### config.mk
export PLATFORM = sky130hd
export DESIGN_NAME = ttl_cache_oldest_eviction_unit
export DESIGN_NICKNAME = d
export VERILOG_FILES = /design/src/rtl/tce_pkg.sv /design/src/rtl/tce_ctrl.sv /design/src/rtl/tce_dpath.sv /design/src/rtl/ttl_cache_oldest_eviction_unit.sv
export SDC_FILE = /design/constraint.sdc
export NUM_CORES = 2
export LEC_CHECK = 0
export BUFFER_PORTS_ARGS = -buffer_cell sky130_fd_sc_hd__buf_2
export CAP_MARGIN = 20
export CORE_MARGIN = 2
export CORE_UTILIZATION = 50
export DETAILED_ROUTE_END_ITERATION = 16
export GPL_ROUTABILITY_DRIVEN = 0
export PLACE_DENSITY = 0.66
export SYNTH_ARGS = -nofsm -noshare
export SYNTH_HDL_FRONTEND = slang
export SYNTH_SLANG_ARGS = --single-unit
### constraint.sdc
create_clock -name clk -period 7.7 [get_ports clk]
set_clock_uncertainty 0.15 [all_clocks]
set_input_delay 0.385 -clock clk [delete_from_list [all_inputs] [get_ports clk]]
set_output_delay 0.385 -clock clk [all_outputs]
set_load 0.03 [all_outputs]
### src/rtl/tce_pkg.sv
package tce_pkg;

	// Table geometry and field widths
	localparam int SLOTS          = 16;
	localparam int KEY_BITS       = 32;
	localparam int VALUE_BITS     = 32;
	localparam int AGE_BITS       = 32;
	localparam int TTL_BITS       = 32;
	localparam int LIMIT_BITS     = 5;
	localparam int CMD_BITS       = 3;
	localparam int COUNT_OUT_BITS = 5;
	localparam int CFG_IDX_BITS   = 2;
	localparam int CFG_DATA_BITS  = 32;

	// Slot index and internal count widths (count holds SLOTS plus one held-aside entry)
	localparam int IDX_BITS = (SLOTS > 1) ? $clog2(SLOTS) : 1;
	localparam int CNT_BITS = ($clog2(SLOTS + 2) > LIMIT_BITS) ? $clog2(SLOTS + 2) : LIMIT_BITS;

	// Command codes
	localparam logic [CMD_BITS-1:0] CMD_TICK       = 3'd0;
	localparam logic [CMD_BITS-1:0] CMD_LOOKUP     = 3'd1;
	localparam logic [CMD_BITS-1:0] CMD_PUT        = 3'd2;
	localparam logic [CMD_BITS-1:0] CMD_INVALIDATE = 3'd3;
	localparam logic [CMD_BITS-1:0] CMD_CLEAR      = 3'd4;

	// Register indexes
	localparam logic [CFG_IDX_BITS-1:0] CFG_TTL   = 2'd0;
	localparam logic [CFG_IDX_BITS-1:0] CFG_LIMIT = 2'd1;

	// Register reset values and age ceiling
	localparam logic [TTL_BITS-1:0]   TTL_RESET   = 32'd1000;
	localparam logic [LIMIT_BITS-1:0] LIMIT_RESET = 5'd16;
	localparam logic [AGE_BITS-1:0]   AGE_MAX     = '1;

	// Controller to datapath commands
	typedef struct packed {
		logic capture;
		logic exec;
		logic tick;
		logic lookup;
		logic put_write;
		logic invalidate;
		logic clear_all;
		logic fill;
		logic scan_init;
		logic scan_step;
		logic evict;
		logic load_out;
	} tce_cmd_t;

	// Datapath to controller status
	typedef struct packed {
		logic over;
		logic scan_last;
		logic pending;
	} tce_stat_t;

	// Lowest set bit of a slot vector
	function automatic logic [IDX_BITS-1:0] lowest_set(input logic [SLOTS-1:0] vec);
		logic [IDX_BITS-1:0] idx;
		idx = '0;
		for (int i = SLOTS - 1; i >= 0; i--) begin
			if (vec[i]) begin
				idx = IDX_BITS'(i);
			end
		end
		return idx;
	endfunction

	// Number of set bits in a slot vector
	function automatic logic [CNT_BITS-1:0] pop_count(input logic [SLOTS-1:0] vec);
		logic [CNT_BITS-1:0] n;
		n = '0;
		for (int i = 0; i < SLOTS; i++) begin
			n = n + CNT_BITS'(vec[i]);
		end
		return n;
	endfunction

endpackage

### src/rtl/tce_ctrl.sv
module tce_ctrl (
	input  logic                         clk,
	input  logic                         arst_n,
	input  logic                         in_valid,
	output logic                         in_stall,
	input  logic [tce_pkg::CMD_BITS-1:0] cmd,
	output logic                         out_valid,
	input  logic                         out_stall,
	input  tce_pkg::tce_stat_t           stat,
	output tce_pkg::tce_cmd_t            ctl
);

	typedef enum logic [5:0] {
		S_IDLE  = 6'b000001,
		S_EXEC  = 6'b000010,
		S_FILL  = 6'b000100,
		S_SCAN  = 6'b001000,
		S_EVICT = 6'b010000,
		S_DONE  = 6'b100000
	} state_t;

	state_t                       state_q, state_d;
	logic [tce_pkg::CMD_BITS-1:0] cmd_q;
	logic                         out_valid_q;
	logic                         accept;
	logic                         out_free;

	assign accept    = in_valid && (state_q == S_IDLE);
	assign in_stall  = (state_q != S_IDLE);
	assign out_free  = !out_valid_q || !out_stall;
	assign out_valid = out_valid_q;

	// Next state and command decode
	always_comb begin
		ctl         = '0;
		state_d     = state_q;
		ctl.capture = accept;
		unique case (state_q)
			S_IDLE: begin
				if (in_valid) begin
					state_d = S_EXEC;
				end
			end
			S_EXEC: begin
				ctl.exec       = 1'b1;
				ctl.tick       = (cmd_q == tce_pkg::CMD_TICK);
				ctl.lookup     = (cmd_q == tce_pkg::CMD_LOOKUP);
				ctl.put_write  = (cmd_q == tce_pkg::CMD_PUT);
				ctl.invalidate = (cmd_q == tce_pkg::CMD_INVALIDATE);
				ctl.clear_all  = (cmd_q == tce_pkg::CMD_CLEAR);
				state_d        = (cmd_q == tce_pkg::CMD_PUT) ? S_FILL : S_DONE;
			end
			S_FILL: begin
				ctl.fill = 1'b1;
				if (stat.over) begin
					ctl.scan_init = 1'b1;
					state_d       = S_SCAN;
				end else begin
					state_d = S_DONE;
				end
			end
			S_SCAN: begin
				ctl.scan_step = 1'b1;
				if (stat.scan_last) begin
					state_d = S_EVICT;
				end
			end
			S_EVICT: begin
				ctl.evict = 1'b1;
				state_d   = S_DONE;
			end
			S_DONE: begin
				if (out_free) begin
					ctl.load_out = 1'b1;
					state_d      = S_IDLE;
				end
			end
			default: begin
				state_d = S_IDLE;
			end
		endcase
	end

	// State, latched command, output valid
	always_ff @(posedge clk or negedge arst_n) begin
		if (!arst_n) begin
			state_q     <= S_IDLE;
			cmd_q       <= tce_pkg::CMD_TICK;
			out_valid_q <= 1'b0;
		end else begin
			state_q <= state_d;
			if (accept) begin
				cmd_q <= cmd;
			end
			if (ctl.load_out) begin
				out_valid_q <= 1'b1;
			end else if (!out_stall) begin
				out_valid_q <= 1'b0;
			end
		end
	end

endmodule

### src/rtl/tce_dpath.sv
module tce_dpath (
	input  logic                               clk,
	input  logic                               arst_n,
	input  tce_pkg::tce_cmd_t                  ctl,
	output tce_pkg::tce_stat_t                 stat,
	input  logic [tce_pkg::KEY_BITS-1:0]       key,
	input  logic [tce_pkg::VALUE_BITS-1:0]     value,
	input  logic                               cfg_we,
	input  logic [tce_pkg::CFG_IDX_BITS-1:0]   cfg_index,
	input  logic [tce_pkg::CFG_DATA_BITS-1:0]  cfg_data,
	output logic                               hit,
	output logic [tce_pkg::VALUE_BITS-1:0]     value_out,
	output logic [tce_pkg::COUNT_OUT_BITS-1:0] entry_count
);

	// Slot storage
	logic [tce_pkg::SLOTS-1:0]      valid_q;
	logic [tce_pkg::KEY_BITS-1:0]   slot_key_q   [tce_pkg::SLOTS];
	logic [tce_pkg::VALUE_BITS-1:0] slot_value_q [tce_pkg::SLOTS];
	logic [tce_pkg::AGE_BITS-1:0]   slot_age_q   [tce_pkg::SLOTS];

	// Request, registers, put bookkeeping
	logic [tce_pkg::KEY_BITS-1:0]   key_in_q;
	logic [tce_pkg::VALUE_BITS-1:0] val_in_q;
	logic [tce_pkg::TTL_BITS-1:0]   ttl_q;
	logic [tce_pkg::LIMIT_BITS-1:0] limit_q;
	logic                           pending_q;
	logic [tce_pkg::IDX_BITS-1:0]   scan_idx_q;
	logic                           old_found_q;
	logic [tce_pkg::IDX_BITS-1:0]   old_idx_q;
	logic [tce_pkg::AGE_BITS-1:0]   old_age_q;

	// Result staging and output register
	logic                                res_hit_q;
	logic [tce_pkg::VALUE_BITS-1:0]      res_val_q;
	logic                                out_hit_q;
	logic [tce_pkg::VALUE_BITS-1:0]      out_val_q;
	logic [tce_pkg::COUNT_OUT_BITS-1:0]  out_cnt_q;

	logic [tce_pkg::SLOTS-1:0]    match_vec;
	logic [tce_pkg::SLOTS-1:0]    expired_vec;
	logic                         match_found, free_found, wr_found;
	logic [tce_pkg::IDX_BITS-1:0] match_idx, free_idx, wr_idx;
	logic                         hit_now;
	logic [tce_pkg::CNT_BITS-1:0] cur_count, total, eff_limit, lim_ext;
	logic [tce_pkg::AGE_BITS-1:0] scan_age;
	logic                         scan_take;
	logic                         slot_we;
	logic [tce_pkg::IDX_BITS-1:0] slot_widx;

	// Key compare and expiry check on every slot
	always_comb begin
		for (int i = 0; i < tce_pkg::SLOTS; i++) begin
			match_vec[i]   = valid_q[i] && (slot_key_q[i] == key_in_q);
			expired_vec[i] = valid_q[i] && (slot_age_q[i] > ttl_q);
		end
	end

	assign match_found = |match_vec;
	assign free_found  = ~&valid_q;
	assign match_idx   = tce_pkg::lowest_set(match_vec);
	assign free_idx    = tce_pkg::lowest_set(~valid_q);
	assign wr_found    = match_found || free_found;
	assign wr_idx      = match_found ? match_idx : free_idx;
	assign hit_now     = match_found && (slot_age_q[match_idx] <= ttl_q);

	// Entry count against the effective limit
	assign cur_count = tce_pkg::pop_count(valid_q);
	assign total     = cur_count + tce_pkg::CNT_BITS'(pending_q);
	assign lim_ext   = tce_pkg::CNT_BITS'(limit_q);
	assign eff_limit = (lim_ext > tce_pkg::CNT_BITS'(tce_pkg::SLOTS)) ?
		tce_pkg::CNT_BITS'(tce_pkg::SLOTS) : lim_ext;

	// Oldest-entry scan, one slot per cycle
	assign scan_age  = slot_age_q[scan_idx_q];
	assign scan_take = valid_q[scan_idx_q] && (!old_found_q || (scan_age > old_age_q));

	assign stat.over      = (total > eff_limit);
	assign stat.scan_last = (scan_idx_q == tce_pkg::IDX_BITS'(tce_pkg::SLOTS - 1));
	assign stat.pending   = pending_q;

	// Single slot write port: put, fill of a freed slot, replace of the evicted one
	always_comb begin
		slot_we   = 1'b0;
		slot_widx = wr_idx;
		priority if (ctl.put_write && wr_found) begin
			slot_we   = 1'b1;
			slot_widx = wr_idx;
		end else if (ctl.fill && pending_q && free_found) begin
			slot_we   = 1'b1;
			slot_widx = free_idx;
		end else if (ctl.evict && old_found_q && pending_q) begin
			slot_we   = 1'b1;
			slot_widx = old_idx_q;
		end else begin
			slot_we   = 1'b0;
			slot_widx = wr_idx;
		end
	end

	// Valid bits, pending flag, registers
	always_ff @(posedge clk or negedge arst_n) begin
		if (!arst_n) begin
			valid_q   <= '0;
			pending_q <= 1'b0;
			ttl_q     <= tce_pkg::TTL_RESET;
			limit_q   <= tce_pkg::LIMIT_RESET;
		end else begin
			if (cfg_we) begin
				if (cfg_index == tce_pkg::CFG_TTL) begin
					ttl_q <= cfg_data[tce_pkg::TTL_BITS-1:0];
				end else if (cfg_index == tce_pkg::CFG_LIMIT) begin
					limit_q <= cfg_data[tce_pkg::LIMIT_BITS-1:0];
				end
			end
			if (ctl.clear_all) begin
				valid_q <= '0;
			end
			if (ctl.invalidate && match_found) begin
				valid_q[match_idx] <= 1'b0;
			end
			if (ctl.put_write) begin
				// expire first; the slot just written has age zero and stays
				valid_q   <= valid_q & ~expired_vec;
				pending_q <= !wr_found;
				if (wr_found) begin
					valid_q[wr_idx] <= 1'b1;
				end
			end
			if (ctl.fill && pending_q && free_found) begin
				valid_q[free_idx] <= 1'b1;
				pending_q         <= 1'b0;
			end
			if (ctl.evict) begin
				// held-aside entry takes the evicted slot, or is dropped itself
				if (old_found_q) begin
					valid_q[old_idx_q] <= pending_q;
				end
				pending_q <= 1'b0;
			end
		end
	end

	// Slot payload: aging and writes
	always_ff @(posedge clk) begin
		if (ctl.tick) begin
			for (int i = 0; i < tce_pkg::SLOTS; i++) begin
				if (valid_q[i] && (slot_age_q[i] != tce_pkg::AGE_MAX)) begin
					slot_age_q[i] <= slot_age_q[i] + 1'b1;
				end
			end
		end
		if (slot_we) begin
			slot_key_q[slot_widx]   <= key_in_q;
			slot_value_q[slot_widx] <= val_in_q;
			slot_age_q[slot_widx]   <= '0;
		end
	end

	// Request capture, scan state, results
	always_ff @(posedge clk) begin
		if (ctl.capture) begin
			key_in_q <= key;
			val_in_q <= value;
		end
		if (ctl.scan_init) begin
			scan_idx_q  <= '0;
			old_found_q <= 1'b0;
		end else if (ctl.scan_step) begin
			scan_idx_q <= scan_idx_q + 1'b1;
			if (scan_take) begin
				old_found_q <= 1'b1;
				old_idx_q   <= scan_idx_q;
				old_age_q   <= scan_age;
			end
		end
		if (ctl.exec) begin
			res_hit_q <= ctl.lookup && hit_now;
			res_val_q <= (ctl.lookup && hit_now) ? slot_value_q[match_idx] : '0;
		end
		if (ctl.load_out) begin
			out_hit_q <= res_hit_q;
			out_val_q <= res_val_q;
			out_cnt_q <= cur_count[tce_pkg::COUNT_OUT_BITS-1:0];
		end
	end

	assign hit         = out_hit_q;
	assign value_out   = out_val_q;
	assign entry_count = out_cnt_q;

endmodule

### src/rtl/ttl_cache_oldest_eviction_unit.sv
// Each request steps through EXEC and DONE for tick, lookup, invalidate, clear and unknown
// commands, through EXEC, FILL and DONE for a put without eviction, and through EXEC, FILL,
// SCAN over all slots, EVICT and DONE for a put that evicts. A new request is stalled until
// the result is loaded into the output register; the oldest-entry search reads one slot age per cycle.
// Reset (arst_n, asynchronous): table empty, ttl_ticks 1000, capacity_limit 16, no
// clearing pass; the first request is taken right after reset.
module ttl_cache_oldest_eviction_unit (
	input  logic                               clk,
	input  logic                               arst_n,
	input  logic                               in_valid,
	output logic                               in_stall,
	input  logic [tce_pkg::CMD_BITS-1:0]       cmd,
	input  logic [tce_pkg::KEY_BITS-1:0]       key,
	input  logic [tce_pkg::VALUE_BITS-1:0]     value,
	output logic                               out_valid,
	input  logic                               out_stall,
	output logic                               hit,
	output logic [tce_pkg::VALUE_BITS-1:0]     value_out,
	output logic [tce_pkg::COUNT_OUT_BITS-1:0] entry_count,
	input  logic                               cfg_valid,
	output logic                               cfg_ready,
	input  logic [tce_pkg::CFG_IDX_BITS-1:0]   cfg_index,
	input  logic [tce_pkg::CFG_DATA_BITS-1:0]  cfg_data
);

	tce_pkg::tce_cmd_t  ctl;
	tce_pkg::tce_stat_t stat;

	// registers are always writable
	assign cfg_ready = 1'b1;

	tce_ctrl u_ctrl (
		.clk       (clk),
		.arst_n    (arst_n),
		.in_valid  (in_valid),
		.in_stall  (in_stall),
		.cmd       (cmd),
		.out_valid (out_valid),
		.out_stall (out_stall),
		.stat      (stat),
		.ctl       (ctl)
	);

	tce_dpath u_dpath (
		.clk         (clk),
		.arst_n      (arst_n),
		.ctl         (ctl),
		.stat        (stat),
		.key         (key),
		.value       (value),
		.cfg_we      (cfg_valid && cfg_ready),
		.cfg_index   (cfg_index),
		.cfg_data    (cfg_data),
		.hit         (hit),
		.value_out   (value_out),
		.entry_count (entry_count)
	);

	// a held-aside put entry is always resolved before the next request
	a_no_pending_idle: assert property (@(posedge clk) disable iff (!arst_n)
		!in_stall |-> !stat.pending)
		else $error("pending entry left over while idle");

	// reported count never exceeds the table size
	a_count_bound: assert property (@(posedge clk) disable iff (!arst_n)
		out_valid |-> (entry_count <= tce_pkg::COUNT_OUT_BITS'(tce_pkg::SLOTS)))
		else $error("entry count above table size");

	// a miss always reports a zero value
	a_miss_zero: assert property (@(posedge clk) disable iff (!arst_n)
		(out_valid && !hit) |-> (value_out == '0))
		else $error("nonzero value on a miss");

	// one request at a time: accept is followed by stall
	a_one_at_a_time: assert property (@(posedge clk) disable iff (!arst_n)
		(in_valid && !in_stall) |=> in_stall)
		else $error("request accepted while busy");

	// eviction only runs after a put that went over the limit
	a_evict_after_over: assert property (@(posedge clk) disable iff (!arst_n)
		ctl.scan_init |-> (ctl.fill && stat.over))
		else $error("scan started without overflow");

endmodule
==> metrics.csv <==
stage,metric,value,unit
synth,sequential area share after synthesis,49.9,%
worst_hold_path,worst min-delay path class,primary input to register,
setup_path,data required time of the critical path,8.28,ns
synth,Post-synth ARST share,3.60,%
sta,Final period util,99.8,%
synth,most repeated cell in the gate-level netlist after synthesis,sky130_fd_sc_hd__edfxtp_1,
placement,HPWL after DPL,228000,um
synth,proportion of netlist area held by the largest area contributor,37.4,%
sta,Tmin final,7.69,ns
synth,number of enable flip-flop cells after synthesis,1195,
detailed_routing,number of remaining DRC errors,0,
die,Die X-Extent,442,um
flow_run,maximum capacitance violations,0,
global_route,maximum number of pins on one net before global-route repair,97,
cts,Longest Clk Path Bufs,3,
pwr,cell internal power dissipation,17.1,mW
detailed_routing,number of DRC violations after detailed-routing iteration 0,9557,
die,height of the chip,442,um
finish,share of cells above drive strength 1,11.9,%
setup_path,type of the worst setup path,register to register,
sta,setup repair after global routing missed its margin,no,
placement,port bufs,145,
synth,post-synth net total,9324,
die,number of core rows,160,
sta,number of slew-limit violations in the final report,0,
global_route,Total Routing Usage GR,33.0,%
synth,prevailing post-synth register cell,sky130_fd_sc_hd__edfxtp_1,
die,Die Footprint,196000,um^2
die,standard cell core area,190000,um^2
synth,Cell variety after synth,97,
synth,top cell type by total area after synthesis,sky130_fd_sc_hd__edfxtp_1,
global_route,first-pass GRT wire length,478000,um
pwr,combinational share of power,13.8,%
detailed_routing,total wire length after detailed routing,330000,um
synth,average footprint of a synthesized cell,11.2,um^2
sta,Slew HR,17.1,%
detailed_routing,Final ANT Viol Nets,0,
sta,fmax,130,MHz
synth,most area-consuming cells after synthesis,"sky130_fd_sc_hd__edfxtp_1, sky130_fd_sc_hd__dfxtp_1, sky130_fd_sc_hd__ha_1",
finish,nets@finish,9704,
cts,"Reg clk slew, reported paths",0.06,ns
synth,number of synthesized register bits,1780,
global_route,number of global-route vias before repair,71200,
synth,cell count after synthesis,8602,
pwr,power share of the clock group,39.5,%
synth,mapped cell area,96000,um^2
pwr,worst vdd rail ir drop,233,uV
cts,clock sinks,1780,
pwr,proportion of total power due to net switching,27.7,%
die,Boundary Pins,147,
status,result of the run,finished clean,
detailed_routing,WL per Instance,28.3,um
cts,CTS H-tree lvls,4,
sta,final-report setup violation count,0,
setup_path,largest fanout on the critical path,33,
sta,transition time at the pin with the least slew margin,1.23,ns
finish,filler-free cell count of the finished design,11700,
setup_path,element type at the critical path start,register,
finish,layout overhead on the synthesized area,13.0,%
synth,Synthesis Warnings,0,
cts,number of buffers inserted during clock tree synthesis,189,
pwr,sequential share of power,46.7,%
die,effective utilization at floorplan,50.4,%
placement,number of placed instances with taps included,11200,
setup_path,arrival time of the worst setup path,8.27,ns
global_route,initial antenna violation count,12,
setup_path,Worst setup EP type,register,
cts,clock latency reported for the late side of the worst-skew pair,0.89,ns
sta,count of endpoints failing hold in the final timing report,0,
pwr,Final Power,23.6,mW
cts,Root Buffer Master,sky130_fd_sc_hd__clkbuf_16,
detailed_routing,total via count after detailed routing,74100,
pwr,Net Switching,6.53,mW
synth,leading post-synthesis cells by instance count,"sky130_fd_sc_hd__edfxtp_1, sky130_fd_sc_hd__nor2_1, sky130_fd_sc_hd__nand2_1",
global_route,total overflow reported by the global router,0,
cts,clock tree from TritonCTS,yes,
pwr,leakage component of the power,40.9,nW
detailed_routing,Via density,6.36,
detailed_routing,number of detailed-route iterations in the first pass,8,
pwr,power density over the cells,218,nW/um^2
## power groups by stage
stage / logic [mW] / clock network (mW) / registers, mW
2_1_floorplan: 1.77 / 0 / 11.1
3_3_place_gp: 2.94 / 0 / 11.2
3_5_place_dp: 3.02 / 0 / 11.3
4_1_cts: 3.10 / 9.42 / 11.1
5_1_grt: 3.46 / 9.79 / 11.0
6_report: 3.27 / 9.33 / 11.0
## what timing repair did
item	in CTS	in global routing
setup buffers	4	23
resized for setup	0	2
hold endpoints to repair	170	0
endpoints found under the setup margin	32	33
hold buffers	108	0
pin swaps	0	1
## per-layer routing
layer  GRT usage (%)  vias up  wire [um]
li1                -    32400          -
met1            41.0    36100     121000
met2            51.0     4398     147000
met3            7.31     1237      34300
met4            23.2        4      27700
met5               0        -         17
## layout make-up
cell class / count / area [um^2]
repair buffers: 541 / 4580
flip-flops and latches: 1780 / 47900
inverters: 170 / 638
diodes: 6 / 15.0
multi-input cells: 6300 / 45900
clock inverters: 108 / 1270
clock buffers: 235 / 5050
well taps: 2511 / 3140
fillers: 15800 / 81900
## placed cells by master, fill, tap and decap left out, types with 49 or more instances in the layout
master | Yosys | routed
sky130_fd_sc_hd__edfxtp_1 | 1195 | 1195
sky130_fd_sc_hd__buf_2 | 137 | 146
sky130_fd_sc_hd__a21o_1 | 135 | 135
sky130_fd_sc_hd__o21a_1 | 102 | 102
sky130_fd_sc_hd__nor2b_1 | 97 | 96
sky130_fd_sc_hd__buf_4 | 49 | 237
sky130_fd_sc_hd__o21ai_0 | 243 | 242
sky130_fd_sc_hd__dfrtp_1 | 56 | 56
sky130_fd_sc_hd__clkbuf_16 | 0 | 192
sky130_fd_sc_hd__nor4_1 | 176 | 173
sky130_fd_sc_hd__nand2_1 | 806 | 805
sky130_fd_sc_hd__nand2b_1 | 79 | 78
sky130_fd_sc_hd__nor2_1 | 860 | 857
sky130_fd_sc_hd__mux2_2 | 126 | 126
sky130_fd_sc_hd__dlygate4sd3_1 | 0 | 108
sky130_fd_sc_hd__ha_1 | 606 | 606
sky130_fd_sc_hd__xor2_1 | 632 | 632
sky130_fd_sc_hd__and3_1 | 103 | 103
sky130_fd_sc_hd__a21oi_1 | 319 | 317
sky130_fd_sc_hd__nor3_1 | 99 | 99
sky130_fd_sc_hd__inv_1 | 169 | 162
sky130_fd_sc_hd__xnor2_1 | 376 | 376
sky130_fd_sc_hd__mux2i_1 | 170 | 170
sky130_fd_sc_hd__nand3_1 | 351 | 351
sky130_fd_sc_hd__nand4_1 | 317 | 317
sky130_fd_sc_hd__mux4_2 | 164 | 164
sky130_fd_sc_hd__dfxtp_1 | 521 | 518
sky130_fd_sc_hd__a211oi_1 | 98 | 98
sky130_fd_sc_hd__buf_12 | 0 | 49
## logic make-up after synthesis
family                   after synthesis  synth area share, %
AND/OR/NAND/NOR                     3103                 15.7
flip-flops                          1780                 49.9
AO/OA/AOI/OAI                       1112                 7.43
other                                  1              0.00391
adder cells (fa/ha/maj)              616                 8.11
XOR/XNOR                            1008                 9.20
multiplexers                         460                 7.10
buffers and inverters                522                 2.51
## final timing paths
check                                      from                     to  slack (ns)  cells after the start
setup / recovery           u_dpath.key_in_q[21]  u_dpath.res_val_q[16]        0.01                     26
hold / removal                     cfg_index[1]       u_dpath.ttl_q[8]        0.03                      5
setup reg to reg           u_dpath.key_in_q[21]  u_dpath.res_val_q[16]        0.01                     26
hold reg to reg            u_dpath.res_val_q[7]   u_dpath.value_out[7]        0.26                      0
max in group asynchronous                arst_n        u_ctrl.cmd_q[1]        6.59                      2
min in group asynchronous                arst_n      u_ctrl.state_q[1]        0.09                      2
## registers in the layout (all words and copies together) (netlist names), 3 cells and up, named ones only
signal                cells
u_dpath.slot_age_q      512
u_dpath.slot_key_q      512
u_dpath.slot_value_q    512
u_dpath.key_in_q         32
u_dpath.old_age_q        32
u_dpath.res_val_q        32
u_dpath.ttl_q            32
u_dpath.val_in_q         32
u_dpath.value_out        32
u_dpath.valid_q          16
u_ctrl.state_q            6
u_dpath.entry_count       5
u_dpath.lim_ext           5
u_dpath.old_idx_q         4
u_dpath.scan_idx_q        4
u_ctrl.cmd_q              3
## worst max-delay path, stage by stage (launching register included)
cell and delay [ns]:
sky130_fd_sc_hd__edfxtp_1 0.73, sky130_fd_sc_hd__buf_4 0.42, sky130_fd_sc_hd__xor2_1 0.16, sky130_fd_sc_hd__nor4_1 0.23
sky130_fd_sc_hd__nand4b_1 0.13, sky130_fd_sc_hd__nor4_1 0.40, sky130_fd_sc_hd__buf_4 0.20, sky130_fd_sc_hd__a21boi_1 0.06
sky130_fd_sc_hd__o22ai_1 0.29, sky130_fd_sc_hd__o31a_2 0.26, sky130_fd_sc_hd__buf_12 0.22, sky130_fd_sc_hd__buf_12 0.24
sky130_fd_sc_hd__buf_4 0.26, sky130_fd_sc_hd__mux2_2 0.36, sky130_fd_sc_hd__nor2_1 0.08, sky130_fd_sc_hd__a21oi_1 0.07
sky130_fd_sc_hd__o21ai_0 0.29, sky130_fd_sc_hd__a221oi_1 0.13, sky130_fd_sc_hd__ha_1 0.34, sky130_fd_sc_hd__nand4_1 0.15
sky130_fd_sc_hd__nor4_1 0.80, sky130_fd_sc_hd__nand4_1 0.16, sky130_fd_sc_hd__o21ai_0 0.26, sky130_fd_sc_hd__a21oi_1 0.24
sky130_fd_sc_hd__nor4_2 0.30, sky130_fd_sc_hd__buf_12 0.28, sky130_fd_sc_hd__o21a_1 0.17
## per-stage QoR
step                area, um^2  setup TNS, ns  utilization, %  hold slack (ns)  setup WS [ns]
floorplan                96000              0               -          -0.0606           1.25
global placement        101000              0            52.9            0.259          0.103
detailed placement      101000        -0.0130            52.9            0.257       -0.00694
CTS                     108000              0            56.8          0.00505        0.00344
global route            108000              0            57.0           0.0512         0.0152
finish                  108000              0            57.0           0.0301         0.0139
Note: power is estimated with default switching activity, not from simulation.
